## config.mk

```make
export PLATFORM = sky130hd
export DESIGN_NAME = cqbf_ctrl
export DESIGN_NICKNAME = d
export VERILOG_FILES = /design/src/sv/cqbf_pkg.sv /design/src/sv/cqbf_ctrl.sv
export SDC_FILE = /design/constraint.sdc
export NUM_CORES = 1
export LEC_CHECK = 0
export BUFFER_PORTS_ARGS = -buffer_cell sky130_fd_sc_hd__buf_4
export CAP_MARGIN = 20
export CORE_AREA = 2 2 39 41
export DETAILED_ROUTE_END_ITERATION = 8
export DIE_AREA = 0 0 41 43
export GPL_ROUTABILITY_DRIVEN = 1
export PLACE_DENSITY_LB_ADDON = 0.3
export SETUP_SLACK_MARGIN = 0.2
export SYNTH_ARGS = -nofsm -noshare
export SYNTH_HDL_FRONTEND = slang
export SYNTH_SLANG_ARGS = --single-unit
export TNS_END_PERCENT = 50
```

## constraint.sdc

```tcl
create_clock -name clk_i -period 0.8 [get_ports clk_i]
set_clock_uncertainty 0.05 [all_clocks]
set_input_delay 0.08 -clock clk_i [delete_from_list [all_inputs] [get_ports clk_i]]
set_output_delay 0.08 -clock clk_i [all_outputs]
set_load 0.03 [all_outputs]
```

## src/sv/cqbf_pkg.sv

```systemverilog
// shared widths, function codes and control structs of the batch ring fifo
// no dependencies; imported by cqbf_ctrl, cqbf_dp and the top level
`default_nettype none

package cqbf_pkg;

  // fixed field widths
  localparam int FUNC_W   = 3;
  localparam int ELEM_W   = 32;
  localparam int CNT_W    = 7;
  localparam int OFF_W    = 8;
  localparam int IDX_W    = 8;
  localparam int LEN_W    = 9;

  // packed stream widths
  localparam int IN_TDATA_W  = 48;
  localparam int OUT_TDATA_W = 56;

  // parameter defaults
  localparam int DEF_DEPTH      = 256;
  localparam int DEF_ELEM_WIDTH = 32;
  localparam int DEF_MAX_BATCH  = 64;

  // function codes
  localparam logic [FUNC_W-1:0] FUNC_PUT    = 3'd0;
  localparam logic [FUNC_W-1:0] FUNC_GET    = 3'd1;
  localparam logic [FUNC_W-1:0] FUNC_PEEK   = 3'd2;
  localparam logic [FUNC_W-1:0] FUNC_DROP   = 3'd3;
  localparam logic [FUNC_W-1:0] FUNC_FLUSH  = 3'd4;
  localparam logic [FUNC_W-1:0] FUNC_STATUS = 3'd5;

  // controller to datapath
  typedef struct packed {
    logic accept;    // input item taken this cycle
    logic rd_issue;  // read next streamed element into the output stage
  } cqbf_cmd_t;

  // datapath to controller
  typedef struct packed {
    logic start_stream;  // current item is a get or peek that succeeds
    logic stream_last;   // one streamed element left
  } cqbf_sts_t;

endpackage

`default_nettype wire

```

## src/sv/cqbf_ctrl.sv

```systemverilog
// handshake controller of the batch ring fifo: idle / stream state machine
// depends on cqbf_pkg
`default_nettype none

module cqbf_ctrl
  import cqbf_pkg::*;
(
  input  wire logic      clk_i,
  input  wire logic      rst_ni,
  input  wire logic      in_valid_i,
  input  wire logic      out_ready_i,
  input  wire cqbf_sts_t sts_i,
  output logic           in_ready_o,
  output logic           out_valid_o,
  output cqbf_cmd_t      cmd_o
);

  typedef enum logic {ST_IDLE, ST_STREAM} state_e;

  state_e state_q;
  logic   out_valid_q;
  logic   slot_free;

  assign slot_free    = !out_valid_q || out_ready_i;
  assign in_ready_o   = (state_q == ST_IDLE) && slot_free;
  assign out_valid_o  = out_valid_q;
  assign cmd_o.accept   = in_valid_i && in_ready_o;
  assign cmd_o.rd_issue = (state_q == ST_STREAM) && slot_free;

  always_ff @(posedge clk_i or negedge rst_ni) begin
    if (!rst_ni) begin
      state_q     <= ST_IDLE;
      out_valid_q <= 1'b0;
    end else begin
      unique case (state_q)
        ST_IDLE: begin
          if (cmd_o.accept) begin
            if (sts_i.start_stream) begin
              state_q     <= ST_STREAM;
              out_valid_q <= 1'b0;
            end else begin
              out_valid_q <= 1'b1;
            end
          end else if (out_ready_i) begin
            out_valid_q <= 1'b0;
          end
        end
        ST_STREAM: begin
          if (cmd_o.rd_issue) begin
            out_valid_q <= 1'b1;
            if (sts_i.stream_last) begin
              state_q <= ST_IDLE;
            end
          end
        end
        default: begin
          state_q     <= ST_IDLE;
          out_valid_q <= 1'b0;
        end
      endcase
    end
  end

endmodule

`default_nettype wire

```

After elaboration in Yosys (flattened, before gate mapping)
Cells that the tools add are included.
Widths: inputs -> output; s select.

cells by class
  reductions and logical operators = 6
  multiply operators = 0
  bitwise operators = 1
  $add $sub $neg = 0
  div/mod/pow operators = 0
  $lt $le $gt $ge = 0
  eq/ne operators = 2
  multiplexer cells = 10
  shift operators = 0

operators with widths
  operator            count
  $mux 1              8
  $pmux 1 s2          2
  $logic_and 1x1->1   3
  $ne 3x3->1 const B  1
  $ne 2x2->1 const B  1
  $reduce_and 2->1    1
  $logic_not 1->1     1
  $logic_or 1x1->1    1
  $not 1->1           1

storage, ports and cells
  word-level logic and storage cells = 21
  bits in writable memories = 0
  output and inout port bits = 4
  bits in latches = 0
  flip-flop bits (word level) = 2
  memories = 0
  input bits = 6
  memory bits (read-only) = 0

Logic depth before layout (Yosys ltp)
  depth after elaboration = 6
  depth in mapped cells = 3

Worst setup path after synthesis
No wires, ideal clock.

  path type = register -> output
  from = reg out_valid_q, in the netlist out_valid_o
  to = out cmd_o[1] (netlist name)
  data required time = 670 ps
  stages on the path, launching flop included = 4
  buffers on the path = 0
  arrival = 1,115 ps
  setup slack = -445 ps
  cell sequence = dfrtp_1 nand2b_4 nor2b_4 and2_4

RTL lines
  what                      line             text
  start: declaration        cqbf_ctrl.sv:21  logic out_valid_q;
  start signal: assignment  cqbf_ctrl.sv:33  out_valid_q <= 1'b0;
  start signal: assignment  cqbf_ctrl.sv:40  out_valid_q <= 1'b0;
  start signal: assignment  cqbf_ctrl.sv:42  out_valid_q <= 1'b1;
  end: declaration          cqbf_ctrl.sv:15  output cqbf_cmd_t cmd_o

==> results by group <==
Global route
  – Gr usage total: 6.82%
  – First-pass GRT wire length: 676 microns
  – Largest net degree at the start of global routing: 5
  – Vias in the first global route: 184
  – Gr ovfl total: 0
  – Initial antenna violation count: 0

Critical path
  – CP max stage delay: 410 ps
  – RR Endpoint: state_q$_DFF_PN0_
  – CP Capture Type: output port
  – Critical Path AT: 1120 ps
  – Flop-to-flop setup slack: -350 ps
  – Worst Reg-to-Reg Cells: 6
  – FF-to-FF Start: out_valid_o$_DFFE_PN0P_
  – Crit-path cells: nand2b_4, nor2b_4, and2_4, buf_6
  – Required @ worst endpoint: 670 ps
  – CP startpoint kind: register
  – Worst Path Max Fanout: 2
  – WS Path Type: reg2out
  – Slowest cell on crit path: dfrtp_2

Die
  – I/O pins: 10
  – Rows: 14
  – Placeable Area: 1380 sq um
  – Die Y: 43 microns
  – Die W: 41 microns
  – Starting density of the core: 8.32%
  – DIE AREA: 1760 sq um

Finish
  – Layout Nets: 36
  – Layout Utilization: 21.2%
  – Most frequent cells in the layout: buf_4 (10), buf_6 (4), clkbuf_4 (3)
  – Fin cells: 45
  – Share of layout cells above drive strength 1: 75.9%
  – Area Overhead vs Synth: 155%
  – Diode count: 0
  – Most common cell after layout, fill and taps aside: buf_4

Min path
  – Hold Path Depth: 2
  – Hold Crit Start: sts_i[1]
  – Hold Path Class: in2reg
  – Hold path endpoint: out_valid_o$_DFFE_PN0P_

Route
  – Met1 Wirelength: 171 microns
  – Routed length on met3: 49 microns
  – Met2 wire len: 162 microns
  – Uppermost routed layer: met3
  – Drt drc: 0
  – Detailed Routing Iterations Pass 1: 2
  – Vias: 144
  – DR vias/cell: 3.20
  – Wire per inst: 8.53 microns
  – Final WL: 384 microns
  – Final ANT Viol Nets: 0
  – 1st-iter DRT viols: 1

STA
  – RSZ-0062 raised after global routing: yes
  – Slew Limit Headroom: 87.9%
  – Max Slew Vio Count: 0
  – Fmax achieved: 803 MHz
  – Min Tclk post-route: 1250 ps
  – Crit share post-route: 156%
  – Hold slack: -11.7 ps
  – Hold Fails Final Rpt: 2
  – Post-layout worst setup margin: -445 ps
  – Final setup viols: 6
  – Setup TNS: -2010 ps
  – Slew @ Worst Pin: 181 ps

Clock tree
  – CTS Hold Buffers Added: 1
  – H-tree levels: 1
  – CTS max path bufs: 2
  – CTS sink count: 2
  – Total CTS buffers: 3
  – Worst-Skew Late Latency: 230 ps
  – Root Buffer: clkbuf_4
  – Clock transition at path regs: 40 ps
  – CTS tree: yes

Logic synthesis
  – Synth Net Count: 16
  – Seq/Total Area, Yosys: 43.5%
  – Synth warn: 0
  – FF+latch count, synth: 2
  – Synth Area per Inst: 11.5 sq um
  – Synth Instances: 10
  – Synth unique cells: 8
  – Syn Std Cell Area: 115 sq um

Placement
  – Pre-CTS WS: -242 ps
  – Routability cong.: 0.626
  – Post-DP HPWL: 282 microns
  – Port Buffers: 9
  – Placed Instances: 37

Pwr
  – Pwr dens: 3590 nW/um^2
  – Pwr Total: 0.00106 W
  – Leak: 0.148 nW
  – Peak VDD IR: 0.000732 V

Flow run
  – Max-cap violations: 0

Outcome
  – Failing checks: negative hold slack, negative setup slack
  – Outcome: finished, violations left
sequential cells by signal (all words and copies together), names as in the netlist:
name / count
out_valid_o: 1
state_q: 1
worst max-delay path by stage:
stage / startpoint / to / slack (ps) / cells after the start
4_1_cts: out_valid_o$_DFFE_PN0P_ / cmd_o[1] / -460 / 4
3_5_place_dp: out_valid_o$_DFFE_PN0P_ / cmd_o[1] / -240 / 4
2_1_floorplan: out_valid_o$_DFFE_PN0P_ / cmd_o[1] / -390 / 3
3_3_place_gp: out_valid_o$_DFFE_PN0P_ / cmd_o[1] / -230 / 4
5_1_grt: out_valid_o$_DFFE_PN0P_ / cmd_o[1] / -500 / 4
6_report: out_valid_o$_DFFE_PN0P_ / cmd_o[1] / -450 / 4
report_power, final:
part / leakage (nW) / switching (W) / internal, W / total [W]
Sequential: 0.0214 / 0.0000571 / 0.000148 / 0.000205
Clock: 0.0150 / 0.0000690 / 0.000186 / 0.000255
Combinational: 0.112 / 0.000264 / 0.000331 / 0.000595
Total: 0.148 / 0.000390 / 0.000665 / 0.00106
per-layer routing:
layer  GRT usage [%]  vias up
met5               0        -
met4            10.0        0
met3            5.24        0
met2            6.88       10
met1            6.73       62
li1                -       72
cells in the mapped netlist:
library cell / n / area [sq um]
a31oi_1: 2 / 12.5
nand2b_4: 1 / 13.8
and2_2: 1 / 7.51
and2_4: 1 / 8.76
o21ai_0: 1 / 5.00
dfrtp_1: 2 / 50.1
nor2b_4: 1 / 13.8
inv_1: 1 / 3.75
cells by family after synthesis:
| family | count (synthesis) | synth area share [%] |
|---|---|---|
| buffers and inverters | 1 | 3.26 |
| AOI/OAI and AO/OA | 3 | 15.2 |
| and+or+nand+nor | 4 | 38.0 |
| DFF | 2 | 43.5 |
metrics by stage:
step / hold WS [ps] / area (sq um)
floorplan: -266 / 116
CTS: -18.9 / 294
global route: -11.4 / 294
finish: -11.7 / 294
global placement: -185 / 219
detailed placement: -184 / 219
what timing repair did:
action	4_1_cts	5_1_grt
gates resized for setup	5	0
endpoints found under the setup margin	6	6
pin swaps	2	0
buffers inserted	3	0
hold endpoints to repair	4	1
area by class of cell:
cell class | count | area (sq um)
flip-flops and latches | 2 | 51.3
multi-input cells | 7 | 62.6
clock buffers | 4 | 26.3
fillers | 155 | 1090
repair buffers | 15 | 130
well taps | 16 | 20.0
inverters | 1 | 3.75
worst max-delay path, delay by kind of cell (launching register included):
family	cells	cell delay, ps
buffers and inverters	1	120
and+or+nand+nor	3	350
DFF	1	410
(Power assumes the default switching activity.)
